<file path="src/mpe_pkg.sv">
// Shared widths, register indexes, item types and saturation helper for the pixel engine.
`default_nettype none
package mpe_pkg;
	localparam int COORD_W   = 32;
	localparam int SPAN_W    = 31;
	localparam int DIM_W     = 13;
	localparam int PIX_W     = 12;
	localparam int ITER_W    = 16;
	localparam int GRAY_W    = 8;
	localparam int COLOR_W   = 32;
	localparam int FRAC_BITS = 27;
	localparam int MAX_DIM   = 4096;
	localparam int PROD_W    = PIX_W + SPAN_W;
	localparam int WIDE_W    = 2 * COORD_W + 2;
	localparam int CFG_IDX_W = 3;
	localparam int CFG_DATA_W = 32;

	localparam logic [CFG_IDX_W-1:0] REG_X_MIN      = 3'd0;
	localparam logic [CFG_IDX_W-1:0] REG_X_SPAN     = 3'd1;
	localparam logic [CFG_IDX_W-1:0] REG_Y_MIN      = 3'd2;
	localparam logic [CFG_IDX_W-1:0] REG_Y_SPAN     = 3'd3;
	localparam logic [CFG_IDX_W-1:0] REG_FRAME_COLS = 3'd4;
	localparam logic [CFG_IDX_W-1:0] REG_FRAME_ROWS = 3'd5;
	localparam logic [CFG_IDX_W-1:0] REG_MAX_ITER   = 3'd6;

	typedef struct packed {
		logic signed [COORD_W-1:0] x_min;
		logic [SPAN_W-1:0]         x_span;
		logic signed [COORD_W-1:0] y_min;
		logic [SPAN_W-1:0]         y_span;
		logic [DIM_W-1:0]          frame_cols;
		logic [DIM_W-1:0]          frame_rows;
		logic [ITER_W-1:0]         max_iter;
	} mpe_cfg_t;

	typedef struct packed {
		logic [PIX_W-1:0]          col;
		logic [PIX_W-1:0]          row;
		logic signed [COORD_W-1:0] cx;
		logic signed [COORD_W-1:0] cy;
	} mpe_point_t;

	// Clamp a wide signed value into the signed coordinate range
	function automatic logic signed [COORD_W-1:0] sat_coord(input logic signed [WIDE_W-1:0] v);
		logic signed [WIDE_W-1:0] hi;
		logic signed [WIDE_W-1:0] lo;
		hi = WIDE_W'((64'sd1 <<< (COORD_W - 1)) - 64'sd1);
		lo = -WIDE_W'(64'sd1 <<< (COORD_W - 1));
		if (v > hi) begin
			sat_coord = hi[COORD_W-1:0];
		end else if (v < lo) begin
			sat_coord = lo[COORD_W-1:0];
		end else begin
			sat_coord = v[COORD_W-1:0];
		end
	endfunction
endpackage
`default_nettype wire

</file>
<file path="src/mpe_if.sv">
// Valid/ready channel interfaces for pixel items and result items.
`default_nettype none
interface mpe_pix_if;
	logic                    valid;
	logic                    ready;
	logic [mpe_pkg::PIX_W-1:0] pixel_col;
	logic [mpe_pkg::PIX_W-1:0] pixel_row;
	modport source (output valid, pixel_col, pixel_row, input ready);
	modport sink (input valid, pixel_col, pixel_row, output ready);
endinterface

`default_nettype wire

</file>
<file path="src/mpe_front.sv">
// Front end: accept a pixel item and map it to a complex point with a serial divider.
`default_nettype none
module mpe_front (
	input  wire logic               clk,
	input  wire logic               arst_n,
	mpe_pix_if.sink                 pix,
	input  wire mpe_pkg::mpe_cfg_t  cfg,
	output mpe_pkg::mpe_point_t     push_data,
	output logic                    push_valid,
	input  wire logic               push_full
);
	import mpe_pkg::*;

	localparam logic [1:0] ST_IDLE = 2'd0;
	localparam logic [1:0] ST_MUL  = 2'd1;
	localparam logic [1:0] ST_DIV  = 2'd2;
	localparam logic [1:0] ST_PUSH = 2'd3;
	localparam int CNT_W = $clog2(PROD_W);
	localparam int REM_W = DIM_W + 1;

	logic [1:0]          state_q;
	logic [PIX_W-1:0]    col_q, row_q;
	logic [PROD_W-1:0]   num_x_q, num_y_q;
	logic [DIM_W-1:0]    rem_x_q, rem_y_q;
	logic [DIM_W-1:0]    dx_q, dy_q;
	logic [CNT_W-1:0]    cnt_q;
	logic [DIM_W-1:0]    dx_c, dy_c;
	logic [REM_W-1:0]    trial_x, trial_y;
	logic                qx, qy;
	logic signed [WIDE_W-1:0] sum_x, sum_y;

	// Clamp the pixel counts into one .. MAX_DIM
	function automatic logic [DIM_W-1:0] clamp_dim(input logic [DIM_W-1:0] d);
		if (d == '0) begin
			clamp_dim = DIM_W'(1);
		end else if (d > DIM_W'(MAX_DIM)) begin
			clamp_dim = DIM_W'(MAX_DIM);
		end else begin
			clamp_dim = d;
		end
	endfunction

	assign dx_c = clamp_dim(cfg.frame_cols);
	assign dy_c = clamp_dim(cfg.frame_rows);

	// One restoring quotient bit per cycle for each axis
	assign trial_x = {rem_x_q, num_x_q[PROD_W-1]};
	assign trial_y = {rem_y_q, num_y_q[PROD_W-1]};
	assign qx = trial_x >= {1'b0, dx_q};
	assign qy = trial_y >= {1'b0, dy_q};

	// Add the edge to the quotient and saturate
	assign sum_x = WIDE_W'(cfg.x_min) + $signed({{(WIDE_W-PROD_W){1'b0}}, num_x_q});
	assign sum_y = WIDE_W'(cfg.y_min) + $signed({{(WIDE_W-PROD_W){1'b0}}, num_y_q});

	assign pix.ready = (state_q == ST_IDLE);
	assign push_valid = (state_q == ST_PUSH);
	assign push_data.col = col_q;
	assign push_data.row = row_q;
	assign push_data.cx = sat_coord(sum_x);
	assign push_data.cy = sat_coord(sum_y);

	// Sequence accept, multiply, divide and hand-off
	always_ff @(posedge clk or negedge arst_n) begin
		if (!arst_n) begin
			state_q <= ST_IDLE;
			cnt_q <= '0;
		end else begin
			unique case (state_q)
				ST_IDLE: begin
					if (pix.valid) begin
						state_q <= ST_MUL;
					end
				end
				ST_MUL: begin
					cnt_q <= '0;
					state_q <= ST_DIV;
				end
				ST_DIV: begin
					cnt_q <= cnt_q + CNT_W'(1);
					if (cnt_q == CNT_W'(PROD_W - 1)) begin
						state_q <= ST_PUSH;
					end
				end
				ST_PUSH: begin
					if (!push_full) begin
						state_q <= ST_IDLE;
					end
				end
				default: state_q <= ST_IDLE;
			endcase
		end
	end

	// Datapath registers
	always_ff @(posedge clk) begin
		if (state_q == ST_IDLE && pix.valid) begin
			col_q <= pix.pixel_col;
			row_q <= pix.pixel_row;
		end
		if (state_q == ST_MUL) begin
			num_x_q <= PROD_W'(col_q) * PROD_W'(cfg.x_span);
			num_y_q <= PROD_W'(row_q) * PROD_W'(cfg.y_span);
			rem_x_q <= '0;
			rem_y_q <= '0;
			dx_q <= dx_c;
			dy_q <= dy_c;
		end
		if (state_q == ST_DIV) begin
			rem_x_q <= qx ? DIM_W'(trial_x - {1'b0, dx_q}) : trial_x[DIM_W-1:0];
			rem_y_q <= qy ? DIM_W'(trial_y - {1'b0, dy_q}) : trial_y[DIM_W-1:0];
			num_x_q <= {num_x_q[PROD_W-2:0], qx};
			num_y_q <= {num_y_q[PROD_W-2:0], qy};
		end
	end
endmodule
`default_nettype wire

</file>
<file path="src/flat_wrapper.sv">
// flat-port wrapper written by rule: the top's interface ports become plain ports
module mpe_front_flat import mpe_pkg::*;
  (clk, arst_n, cfg, push_data, push_valid, push_full, pix_valid, pix_pixel_col, pix_pixel_row, pix_ready);
  mpe_pix_if pix_i ();
  input  wire logic clk;
  input  wire logic arst_n;
  input  wire mpe_pkg::mpe_cfg_t cfg;
  output mpe_pkg::mpe_point_t push_data;
  output logic push_valid;
  input  wire logic push_full;
  input wire logic [$bits(pix_i.valid)-1:0] pix_valid;
  input wire logic [$bits(pix_i.pixel_col)-1:0] pix_pixel_col;
  input wire logic [$bits(pix_i.pixel_row)-1:0] pix_pixel_row;
  output wire logic [$bits(pix_i.ready)-1:0] pix_ready;
  assign pix_i.valid = pix_valid;
  assign pix_i.pixel_col = pix_pixel_col;
  assign pix_i.pixel_row = pix_pixel_row;
  assign pix_ready = pix_i.ready;
  mpe_front u_core (.clk(clk), .arst_n(arst_n), .pix(pix_i), .cfg(cfg), .push_data(push_data), .push_valid(push_valid), .push_full(push_full));
endmodule
</file>
<file path="config.mk">
export PLATFORM = sky130hd
export DESIGN_NAME = mpe_front_flat
export DESIGN_NICKNAME = d
export VERILOG_FILES = /design/src/mpe_pkg.sv /design/src/mpe_if.sv /design/src/mpe_front.sv /design/src/flat_wrapper.sv
export SDC_FILE = /design/constraint.sdc
export NUM_CORES = 2
export LEC_CHECK = 0
export BUFFER_PORTS_ARGS = -buffer_cell sky130_fd_sc_hd__clkbuf_2
export CAP_MARGIN = 25
export CORE_UTILIZATION = 45
export CTS_BUF_LIST = sky130_fd_sc_hd__clkbuf_4
export DETAILED_ROUTE_END_ITERATION = 6
export SETUP_SLACK_MARGIN = 0.02
export SLEW_MARGIN = 30
export SYNTH_ARGS = -nofsm -noshare
export SYNTH_HDL_FRONTEND = slang
export SYNTH_SLANG_ARGS = --single-unit
</file>
<file path="constraint.sdc">
create_clock -name clk -period 9.6 [get_ports clk]
set_input_delay 0.96 -clock clk [delete_from_list [all_inputs] [get_ports clk]]
set_output_delay 0.96 -clock clk [all_outputs]
set_load 0.005 [all_outputs]
</file>
==> impl_metrics.tcl <==
set metrics [dict create \
    cts_buffer_depth 2 \
    yosysTopAreaCellShare_pct 32.6 \
    grt-ovfl-total 0 \
    io_pins 286 \
    worstSetupPathType "flop to flop" \
    route.detailed.drc 0 \
    fin_skew_ns 0.0465 \
    setup_viol 0 \
    startpoint_type "flop" \
    root_buffer "clkbuf_4" \
    fp.coreArea_mm2 0.0789 \
    grtUsageMet1_pct 34.7 \
    ys_ff_latch 170 \
    vias_per_cell 5.28 \
    fmax_ghz 0.130 \
    drt_iter0_drc 1743 \
    ys_seq_area_share_pct 14.1 \
    drive_above_1_share_pct 9.04 \
    final_nets 5298 \
    tns_ns 0 \
    first_pass_iters 5 \
    portBuffers 269 \
    min_period_ns 7.67 \
    die-area_mm2 0.0808 \
    synth-warning-count 0 \
    cts_setup_buffers 0 \
    rsz0062_at_grt "false" \
    hp-start "pix_pixel_row[8]" \
    place_inst 5265 \
    routedWlPerCell_um 17.8 \
    rows 103 \
    stdcell_count 5304 \
    drv_slew 0 \
    routed_wl_um 94400 \
    status "completed" \
    place_hpwl_um 76200 \
    drv_cap 0 \
    synthFlopType "edfxtp_1" \
    path_clk_slew_ns 0.20 \
    synth.most_common_cell "inv_1" \
    die_w_um 284 \
    synth_area_mm2 0.0359 \
    path_max_fanout 18 \
    ys_types 86 \
    r2r-start "u_core.row_q[10]$_DFFE_PP_" \
    final_antenna_net_count 0 \
    start_util_pct 45.5 \
    hold_viol 0 \
    grt_use_met2_pct 38.1 \
    synth_top_area_cell "fa_1" \
    busiest_layer "met2" \
    cts_made_buffers 17 \
    synth.avg_cell_area_um2 8.72 \
    synth_async_sr_flop_share_pct 4.71 \
    clk_latency_ns 0.78 \
    antenna_found_initial 6 \
    cts.sinks 170 \
    yosys-top-cells-count "741 x inv_1, 728 x nand2_1, 584 x fa_1" \
    grt_pass1_wl_um 154000 \
    critPathLaunch "u_core.row_q[10]$_DFFE_PP_" \
    cts_tree "done" \
    syn_to_final_growth_pct 7.12 \
    cts_resized 0 \
    grt_max_degree 82 \
    grt_pass1_vias 28200 \
    synth_cells 4111 \
    track_usage_pct 24.0 \
    die_y_um 284 \
    end_kind "flop" \
    period_share_pct 79.9 \
    tightest_slew_ns 0.927 \
    syn_nets 5173 \
    met3_usage_pct 3.19 \
    ys_top_cells_by_area "fa_1 33%, edfxtp_1 14%, ha_1 9.8%" \
    synth_edf_count 162 \
    routabilityCongestion 0.910 \
    htreeDepth 4 \
    num_vias 28000 \
    crit_arrival_ns 8.17 \
    hold_path.class "input port to flop" \
    slew_headroom_pct 38.2 \
    crit_required_ns 10.10 \
]
==> final timing paths <==
check	endpoint	slack, ns	cells after the start
hold / removal	u_core.row_q[8]$_DFFE_PP_	0.33	1
min in group asynchronous	u_core.cnt_q[2]$_DFFE_PN0P_	0.58	2
setup / recovery	u_core.num_y_q[39]$_DFFE_PP_	1.93	21
max in group asynchronous	u_core.state_q[0]$_DFFE_PN0P_	8.77	2
hold reg to reg	u_core.cnt_q[5]$_DFFE_PN0P_	0.58	2
setup reg to reg	u_core.num_y_q[39]$_DFFE_PP_	1.93	21
==> cells in the final DEF, fill, tap and decap left out, types with 6 or more instances in the layout <==
cell type / Yosys / layout
inv_1: 741 / 741
nand2_1: 728 / 728
fa_1: 584 / 584
ha_1: 282 / 280
clkbuf_2: 0 / 269
and2_1: 215 / 214
a21oi_1: 164 / 164
edfxtp_1: 162 / 162
o21ai_0: 147 / 147
a21o_1: 129 / 129
xnor2_1: 91 / 91
nor2_1: 87 / 87
xor2_1: 74 / 74
nor2b_1: 69 / 69
nand3_1: 49 / 49
buf_4: 0 / 33
o21bai_1: 29 / 29
o21ai_1: 29 / 29
nor3_1: 28 / 28
mux2i_1: 28 / 28
nand4_1: 27 / 27
nand2b_1: 21 / 21
and3_1: 18 / 18
clkbuf_4: 0 / 17
o31ai_1: 15 / 15
a211oi_1: 14 / 14
a31oi_1: 14 / 14
mux2_2: 11 / 11
a21boi_0: 10 / 10
o211ai_1: 9 / 9
a211o_1: 8 / 8
o21a_1: 8 / 8
or3_1: 8 / 8
dfrtp_1: 8 / 8
nor4_1: 7 / 7
o311ai_0: 6 / 6
o21ai_2: 6 / 6
==> routing by layer <==
metal | vias up | share of wire [%]
met5 | - | 0.053
met4 | 8 | 2.0
met3 | 84 | 5.3
met2 | 682 | 46
met1 | 14000 | 47
li1 | 13300 | -
==> cell type report <==
class                   instances  area [um2]
fillers                      7670       40500
multi-input cells            3002       27300
flip-flops and latches        170        5060
inverters                     741        2780
repair buffers                304        1630
well taps                    1050        1310
clock inverters                15         206
clock buffers                  17         128
diodes                          5        12.5
==> through the flow <==
stage	hold WS, ns	setup WS [ns]	instance area, um2	utilization (%)
global placement	0.547	1.74	38000	48.2
global route	0.273	1.40	38400	48.7
finish	0.334	1.93	38400	48.7
detailed placement	0.557	1.75	38000	48.2
floorplan	0.523	2.72	35900	-
CTS	0.232	1.92	38400	48.7
==> critical path, cell delays in order, from the launching register on <==
cell	delay [ns]
edfxtp_1	0.80
buf_4	0.36
and2_1	0.19
fa_1	0.44
fa_1	0.52
fa_1	0.52
fa_1	0.54
inv_1	0.05
fa_1	0.53
inv_1	0.05
ha_1	0.36
and3_1	0.28
nand4b_1	0.12
nand3_1	0.15
o21ai_0	0.63
o311ai_0	0.31
o311ai_0	0.60
a31oi_1	0.26
a31oi_1	0.29
o21ai_0	0.14
xnor2_1	0.15
o21ai_0	0.08
==> sequential cells by signal, indices dropped and copies added, names as in the netlist <==
signal / cells
u_core.num_x_q: 43
u_core.num_y_q: 43
u_core.dx_q: 13
u_core.dy_q: 13
u_core.rem_x_q: 13
u_core.rem_y_q: 13
u_core.col_q: 12
u_core.row_q: 12
u_core.cnt_q: 6
u_core.state_q: 2
==> cells by family after synthesis <==
group                    share of synthesized area [%]
AND/OR/NAND/NOR                                   16.5
adder cells (fa/ha/maj)                           42.4
buffers and inverters                             9.92
XOR/XNOR                                          4.03
multiplexers                                      1.13
AO/OA/AOI/OAI                                     11.8
flip-flops                                        14.1
==> what timing repair did <==
action                                  in CTS  in global routing
hold endpoints to repair                     8                  0
endpoints found under the setup margin       0                  0
hold buffers                                 1                  0
Power is not shown: default switching activity piles up to over one toggle a cycle in this logic, so the estimate is an artifact.
