### src/mpe_pkg.sv
// Shared widths, register indexes, item types and saturation helper for the pixel engine.
`default_nettype none
package mpe_pkg;
	localparam int COORD_W   = 32;
	localparam int SPAN_W    = 31;
	localparam int DIM_W     = 13;
	localparam int PIX_W     = 12;
	localparam int ITER_W    = 16;
	localparam int GRAY_W    = 8;
	localparam int COLOR_W   = 32;
	localparam int FRAC_BITS = 27;
	localparam int MAX_DIM   = 4096;
	localparam int PROD_W    = PIX_W + SPAN_W;
	localparam int WIDE_W    = 2 * COORD_W + 2;
	localparam int CFG_IDX_W = 3;
	localparam int CFG_DATA_W = 32;

	localparam logic [CFG_IDX_W-1:0] REG_X_MIN      = 3'd0;
	localparam logic [CFG_IDX_W-1:0] REG_X_SPAN     = 3'd1;
	localparam logic [CFG_IDX_W-1:0] REG_Y_MIN      = 3'd2;
	localparam logic [CFG_IDX_W-1:0] REG_Y_SPAN     = 3'd3;
	localparam logic [CFG_IDX_W-1:0] REG_FRAME_COLS = 3'd4;
	localparam logic [CFG_IDX_W-1:0] REG_FRAME_ROWS = 3'd5;
	localparam logic [CFG_IDX_W-1:0] REG_MAX_ITER   = 3'd6;

	typedef struct packed {
		logic signed [COORD_W-1:0] x_min;
		logic [SPAN_W-1:0]         x_span;
		logic signed [COORD_W-1:0] y_min;
		logic [SPAN_W-1:0]         y_span;
		logic [DIM_W-1:0]          frame_cols;
		logic [DIM_W-1:0]          frame_rows;
		logic [ITER_W-1:0]         max_iter;
	} mpe_cfg_t;

	typedef struct packed {
		logic [PIX_W-1:0]          col;
		logic [PIX_W-1:0]          row;
		logic signed [COORD_W-1:0] cx;
		logic signed [COORD_W-1:0] cy;
	} mpe_point_t;

	// Clamp a wide signed value into the signed coordinate range
	function automatic logic signed [COORD_W-1:0] sat_coord(input logic signed [WIDE_W-1:0] v);
		logic signed [WIDE_W-1:0] hi;
		logic signed [WIDE_W-1:0] lo;
		hi = WIDE_W'((64'sd1 <<< (COORD_W - 1)) - 64'sd1);
		lo = -WIDE_W'(64'sd1 <<< (COORD_W - 1));
		if (v > hi) begin
			sat_coord = hi[COORD_W-1:0];
		end else if (v < lo) begin
			sat_coord = lo[COORD_W-1:0];
		end else begin
			sat_coord = v[COORD_W-1:0];
		end
	endfunction
endpackage
`default_nettype wire

### src/mpe_fifo.sv
// Two-entry queue of mapped points between front and back.
`default_nettype none
module mpe_fifo (
	input  wire logic                clk,
	input  wire logic                arst_n,
	input  wire logic                push,
	input  wire mpe_pkg::mpe_point_t push_data,
	output logic                     full,
	input  wire logic                pop,
	output mpe_pkg::mpe_point_t      pop_data,
	output logic                     empty
);
	import mpe_pkg::*;

	localparam int DEPTH = 2;
	localparam int PTR_W = $clog2(DEPTH);

	mpe_point_t       mem_q [DEPTH];
	logic [PTR_W-1:0] wr_q, rd_q;
	logic [PTR_W:0]   fill_q;
	logic             do_push, do_pop;

	assign full = (fill_q == (PTR_W+1)'(DEPTH));
	assign empty = (fill_q == '0);
	assign do_push = push && !full;
	assign do_pop = pop && !empty;
	assign pop_data = mem_q[rd_q];

	// Advance pointers and fill count
	always_ff @(posedge clk or negedge arst_n) begin
		if (!arst_n) begin
			wr_q <= '0;
			rd_q <= '0;
			fill_q <= '0;
		end else begin
			if (do_push) begin
				wr_q <= wr_q + PTR_W'(1);
			end
			if (do_pop) begin
				rd_q <= rd_q + PTR_W'(1);
			end
			if (do_push && !do_pop) begin
				fill_q <= fill_q + (PTR_W+1)'(1);
			end else if (do_pop && !do_push) begin
				fill_q <= fill_q - (PTR_W+1)'(1);
			end
		end
	end

	// Store entries
	always_ff @(posedge clk) begin
		if (do_push) begin
			mem_q[wr_q] <= push_data;
		end
	end
endmodule
`default_nettype wire

### config.mk
export PLATFORM = sky130hd
export DESIGN_NAME = mpe_fifo
export DESIGN_NICKNAME = d
export VERILOG_FILES = /design/src/mpe_pkg.sv /design/src/mpe_fifo.sv
export SDC_FILE = /design/constraint.sdc
export NUM_CORES = 1
export LEC_CHECK = 0
export BUFFER_PORTS_ARGS = -buffer_cell sky130_fd_sc_hd__buf_4
export CAP_MARGIN = 10
export CORE_MARGIN = 3
export CORE_UTILIZATION = 25
export CTS_CLUSTER_SIZE = 20
export DETAILED_ROUTE_END_ITERATION = 10
export HOLD_SLACK_MARGIN = 0.15
export PLACE_DENSITY_LB_ADDON = 0.05
export SETUP_SLACK_MARGIN = 0.3
export SYNTH_ARGS = -nofsm -noshare
export SYNTH_HDL_FRONTEND = slang
export SYNTH_SLANG_ARGS = --single-unit
### constraint.sdc
create_clock -name clk -period 5.1 [get_ports clk]
set_input_delay 0.765 -clock clk [delete_from_list [all_inputs] [get_ports clk]]
set_output_delay 0.765 -clock clk [all_outputs]
set_load 0.02 [all_outputs]
==> flow_summary.yaml, run 1 <==
run_status:
  outcome: "finished clean"
floorplan:
  rows: 58
  core_um2: 25540
  die_width_um: 168.2
  io_pins: 182
  die_h_um: 168.2
  dieArea_um2: 28300
  start_util_pct: 25.75
logic_synthesis:
  postSynthCellCount: 293
  yosysSeqAreaShare_pct: 81.86
  ys_types: 15
  syn_area_um2: 6579
  synthTopCellsByArea: "edfxtp_1 (80%), mux2_2 (13%), mux2_4 (2.3%), dfrtp_1 (1.5%), buf_2 (0.53%)"
  synth-seq-cells: 180
  avgSynthCellArea_um2: 22.45
  synth_warnings: 0
  synthesis.nets: 386
  yosysTopAreaCell: "edfxtp_1"
  synth_top_area_share_pct: 80.33
timing:
  tightest_slew_ps: 1078
  finClkSkew_ps: 10.11
  finalSetupTns_ps: 0
  fin_ws_ps: 1790
  slew_headroom_pct: 28.14
  finalHoldViolations: 0
  slew_violations: 0
  fmaxAchievable_mhz: 302.1
  period_minus_slack_ps: 3310
  rsz0062_at_grt: "no"
  finalCritPeriodShare_pct: 64.91
  setup_viol: 0
setup_path:
  reg2reg_to: "mem_q[1][5]$_DFFE_PP_"
  crit_required_ps: 4340
  rr_startpoint: "fill_q[0]$_DFFE_PN0P_"
  end_kind: "primary output"
  path_class: "reg -> out"
  r2r_cells: 3
  start_kind: "flip-flop"
  crit_fanout: 71
  r2r_slack_ps: 2780
  arrival_ps: 2550
clock_tree:
  cts-root-buf: "clkbuf_16"
  cts_tree: "yes"
  cts_buffer_depth: 2
  clk_pin_slew_ps: 70
  cts_made_buffers: 17
  cts_resized: 0
  post_cts_buffers: 0
  ctsHoldBuffers: 1
  cts_sinks: 180
  h-tree-depth: 4
  clock_latency_ps: 420
place:
  pre_cts_ws_ps: 2137
  dpl.hpwl_um: 8857
  gp_congestion: 0.6773
  io_buffers: 181
  dp.cells: 798
drt:
  drc: 0
  wire_per_inst_um: 16.71
  vias: 3294
  wirelength_um: 13830
  vias_per_cell: 3.978
  firstDrtPassIters: 4
  drt-initial-drc-count: 130
  ant_nets: 0
grt:
  grt_pass1_vias: 3689
  antenna_found_initial: 0
  overflow: 0
  grt.total_usage_pct: 9.855
  grt_pass1_wl_um: 21220
  grt_max_degree: 73
finish:
  drive_above_1_share_pct: 61.24
  area_growth_syn_to_layout_pct: 35.45
  diodes: 0
  finalNonFillerCells: 828
  final_net_count: 581
  fillers: 2472
min_path:
  hp-class: "in -> reg"
  min_path_cells: 1
  hp-start: "push_data[40]"
  min_to: "mem_q[0][40]$_DFFE_PP_"
power_and_ir_drop:
  p_per_area_nw_per_um2: 591.0
  peakVddDrop_mv: 0.3028
  p_leak_nw: 3.288
  power_mw: 5.266
flow_run:
  max-cap-violations: 0
-- registers in the layout, indices dropped and copies added (netlist names) --
name and cells:
fill_q 2, rd_q 1, mem_q 176, wr_q 1
-- power by group --
group	total, mW	switching [mW]	internal, mW
Sequential	2.22	0.196	2.03
Clock	1.29	0.565	0.727
Combinational	1.75	0.926	0.828
-- metrics by stage --
| step | util (%) | hold WS [ps] | instance area [µm²] |
|---|---|---|---|
| final | 34.88 | 526.5 | 8911 |
| after CTS | 34.88 | 500.4 | 8911 |
| after global placement | 32.60 | 504.4 | 8328 |
| after floorplan | - | 469.4 | 6581 |
| after detailed placement | 32.60 | 536.6 | 8328 |
| after global routing | 34.88 | 488.6 | 8911 |
-- layout make-up --
| class | count | area [µm²] | share of cell area, % |
|---|---|---|---|
| Sequential cell | 180 | 5389 | 60.47 |
| Inverter | 2 | 7.507 | 0.08425 |
| Clock inverter | 12 | 147.6 | 1.657 |
| Multi-Input combinational cell | 101 | 1130 | 12.68 |
| Tap cell | 330 | 412.9 | 4.634 |
| Timing Repair Buffer | 186 | 1399 | 15.70 |
| Clock buffer | 17 | 425.4 | 4.774 |
-- metal layers --
| layer | GRT usage (%) | part of all wire (%) | vias to the layer above |
|---|---|---|---|
| li1 | - | - | 1544 |
| met1 | 11.69 | 43 | 1624 |
| met2 | 15.93 | 47 | 117 |
| met3 | 4.743 | 9.0 | 9 |
| met4 | 2.988 | 1.0 | 0 |
| met5 | 0 | 0 | - |
-- worst max-delay path, stage by stage, from the launching register on --
cell     delay [ps]
dfrtp_4        1130
buf_4           440
mux2_2          380
buf_4           160
-- worst max-delay path by stage --
stage	startpoint	endpoint	slack [ps]	depth (start not counted)
2_1_floorplan	push	mem_q[0][0]$_DFFE_PP_	1520	2
3_3_place_gp	rd_q$_DFFE_PN0P_	pop_data[77]	2160	3
3_5_place_dp	rd_q$_DFFE_PN0P_	pop_data[66]	2140	3
4_1_cts	rd_q$_DFFE_PN0P_	pop_data[66]	1670	3
5_1_grt	rd_q$_DFFE_PN0P_	pop_data[82]	1590	3
6_report	rd_q$_DFFE_PN0P_	pop_data[77]	1790	3
-- cell usage after synthesis --
| master | n |
|---|---|
| edfxtp_1 | 176 |
| mux2_2 | 78 |
| mux2_4 | 10 |
| buf_2 | 7 |
| dfrtp_1 | 4 |
| buf_6 | 3 |
| nor2_1 | 3 |
| xnor2_1 | 3 |
| inv_1 | 2 |
| xor2_1 | 2 |
| and3_1 | 1 |
| ha_1 | 1 |
| nand2_1 | 1 |
| nand2b_1 | 1 |
| o21ai_0 | 1 |
-- layout by cell type (no fill, tap or decap) --
master	n
xnor2_1	3
o21ai_0	1
nor2_4	1
ha_1	1
clkinvlp_4	4
mux2_2	78
inv_8	2
dfrtp_1	3
xor2_1	2
nor2_1	2
inv_6	4
dlygate4sd3_1	1
mux2_4	10
nand2_1	1
dfrtp_4	1
nand2b_1	1
edfxtp_1	176
and3_4	1
clkbuf_16	17
buf_4	185
inv_1	2
bufinv_16	2
-- logic make-up (layout without fill, tap and decap cells) --
kind of cell | after synthesis | count (layout) | synth area share [%]
multiplexers | 88 | 88 | 15.63
XOR/XNOR | 5 | 5 | 0.6658
AND/OR/NAND/NOR | 6 | 6 | 0.4185
buffers and inverters | 12 | 217 | 1.160
adder cells (fa/ha/maj) | 1 | 1 | 0.1902
AO/OA/AOI/OAI | 1 | 1 | 0.07600
flip-flops | 180 | 180 | 81.86
(Power assumes the default switching activity.)
==> inputs of run 2 (changes only) <==
==> constraint.sdc (replaced) <==
create_clock -name clk -period 2.7 [get_ports clk]
set_input_delay 0.405 -clock clk [delete_from_list [all_inputs] [get_ports clk]]
set_output_delay 0.405 -clock clk [all_outputs]
set_load 0.02 [all_outputs]
==> run 2 against run 1 <==
Compared with the run above:
- combinational power grew 110%
- die area is the same
- via count grew 7.7%
- non-clock buffer count grew 63
- register-to-register slack lost 1900 ps
- clock power grew 91%
- critical path depth is the same
- sequential share of layout area shrank 4.3 points
- flip-flop and latch count is the same
- sequential power grew 78%
- clock-buffer cell count grew 1
- global-route usage grew 0.48 points
- critical path type unchanged
- largest cell class unchanged
- highest routed layer unchanged
==> flow_summary.yaml, run 2 (synthesized netlist as in run 1, its figures left out) <==
setup_path:
  cp_slowest_stage_delay_ps: 420
  path_buf_inv: 2
  end_kind: "primary output"
  critPathTopFamily: "buffers and inverters"
  rr_startpoint: "fill_q[0]$_DFFE_PN0P_"
  path_depth: 3
  crit_slowest_cell: "dfrtp_4"
  crit_required_ps: 2300
  start_kind: "flip-flop"
  r2r_cells: 4
  crit_fanout: 36
  r2r_slack_ps: 870
  path_class: "reg -> out"
  worstPathCellList: "buf_4 -> mux2_2 -> buf_4"
  arrival_ps: 1870
  timing.critical_path.mode_cell: "buf_4"
  reg2reg_to: "mem_q[0][60]$_DFFE_PP_"
flow_run:
  max-cap-violations: 0
floorplan:
  dieArea_um2: 28300
  die_h_um: 168.2
  die_width_um: 168.2
  io_pins: 182
  rows: 58
  start_util_pct: 25.75
  core_um2: 25540
timing:
  finalHoldViolations: 0
  finClkSkew_ps: 11.29
  tightest_slew_ps: 503.5
  rsz0062_at_grt: "no"
  period_minus_slack_ps: 2275
  fmaxAchievable_mhz: 439.6
  slew_violations: 0
  finalSetupTns_ps: 0
  finalCritPeriodShare_pct: 84.25
  slew_headroom_pct: 66.43
  setup_viol: 0
  fin_ws_ps: 425.4
  holdWs_ps: 167.4
drt:
  ant_nets: 0
  wire_per_inst_um: 16.20
  vias_per_cell: 3.973
  vias: 3548
  wirelength_um: 14470
  firstDrtPassIters: 4
  drt-initial-drc-count: 187
  drc: 0
grt:
  grt_use_met1_pct: 11.73
  overflow: 0
  grt_util_met2_pct: 18.42
  grt_pass1_wl_um: 22040
  antenna_found_initial: 0
  grtUsageMet3_pct: 3.029
  grt-busiest-layer: "met2"
  grt_pass1_vias: 4006
  grt_max_degree: 55
  grt.total_usage_pct: 10.34
power_and_ir_drop:
  peakVddDrop_mv: 0.3727
  p_leak_nw: 3.583
  p_per_area_nw_per_um2: 1058
finish:
  largest_register_ff_count: 176
  final_cell_mix: "buf_4 (184), edfxtp_1 (176), mux2_2 (78), dlygate4sd3_1 (61), clkbuf_16 (17)"
  diodes: 0
  drive_above_1_share_pct: 54.35
  mostFrequentLayoutCell: "buf_4"
  final_util_pct: 37.57
  top_regs: "mem_q (176), fill_q (2)"
  max_flop_register: "mem_q"
  area_growth_syn_to_layout_pct: 45.89
  final_net_count: 644
clock_tree:
  h-tree-depth: 4
  clock_latency_ps: 430
  cts_tree: "yes"
  cts_buffer_depth: 2
  cts_sinks: 180
  cts-root-buf: "clkbuf_16"
  cts_made_buffers: 17
  post_cts_buffers: 0
  clk_pin_slew_ps: 70
min_path:
  hp-class: "in -> reg"
  min_to: "mem_q[0][26]$_DFFE_PP_"
  min_path_cells: 1
  hp-start: "push_data[26]"
place:
  io_buffers: 181
  dpl.hpwl_um: 9378
  gp_congestion: 0.6835
  pre_cts_ws_ps: 818.3
run_status:
  outcome: "finished clean"
==> run 2: cell count changes in the layout (fill, tap and decap cells not counted), sizes merged, moves of 3 or more <==
cell and change:
buf +3, clkinv +6, clkinvlp -3, dlygate4sd3 +60
inv -3
==> run 2: how the worst max path moves through the flow <==
| stage | from | end | slack (ps) |
|---|---|---|---|
| 6_report | rd_q$_DFFE_PN0P_ | pop_data[87] | 430 |
| 4_1_cts | rd_q$_DFFE_PN0P_ | pop_data[87] | 350 |
| 3_3_place_gp | rd_q$_DFFE_PN0P_ | pop_data[87] | 820 |
| 3_5_place_dp | rd_q$_DFFE_PN0P_ | pop_data[87] | 820 |
| 5_1_grt | rd_q$_DFFE_PN0P_ | pop_data[87] | 320 |
| 2_1_floorplan | fill_q[0]$_DFFE_PN0P_ | mem_q[0][0]$_DFFE_PP_ | 300 |
==> run 2: report_power, final <==
group          total (mW)  internal [mW]  switching (mW)
Combinational        3.71           1.70            2.02
Sequential           3.96           3.82           0.146
Clock                2.47           1.45            1.02
==> run 2: repair_timing <==
item | 4_1_cts | 5_1_grt
hold buffers | 59 | 2
endpoints found under the setup margin | 0 | 0
resized for setup | 0 | 0
hold endpoints to repair | 116 | 4
==> run 2: per-stage QoR <==
step                      instance area [µm²]  total power [mW]  cells
after floorplan                          6588             6.232    293
final                                    9598             10.15    893
after detailed placement                 8401             7.787    801
after global placement                   8401             7.768    801
after CTS                                9578             10.38    891
after global routing                     9598             10.69    893
==> run 2: area by class of cell <==
class / count / area [µm²]
clock buffers: 18 / 429.2
clock inverters: 13 / 157.7
fillers: 2420 / 15950
inverters: 2 / 7.507
multi-input cells: 101 / 1130
flip-flops and latches: 180 / 5389
well taps: 330 / 412.9
repair buffers: 249 / 2072
==> run 2: worst register-to-register path: stages (launching register included) <==
cell	delay, ps
dfrtp_1	420
nand2b_1	170
nand2_1	140
nor2_4	380
buf_4	380
==> run 2: metal layers <==
| layer | vias to the layer above | wire [µm] |
|---|---|---|
| li1 | 1670 | - |
| met1 | 1760 | 5827 |
| met2 | 104 | 7703 |
| met3 | 14 | 726 |
| met4 | 0 | 208 |
| met5 | - | 0 |
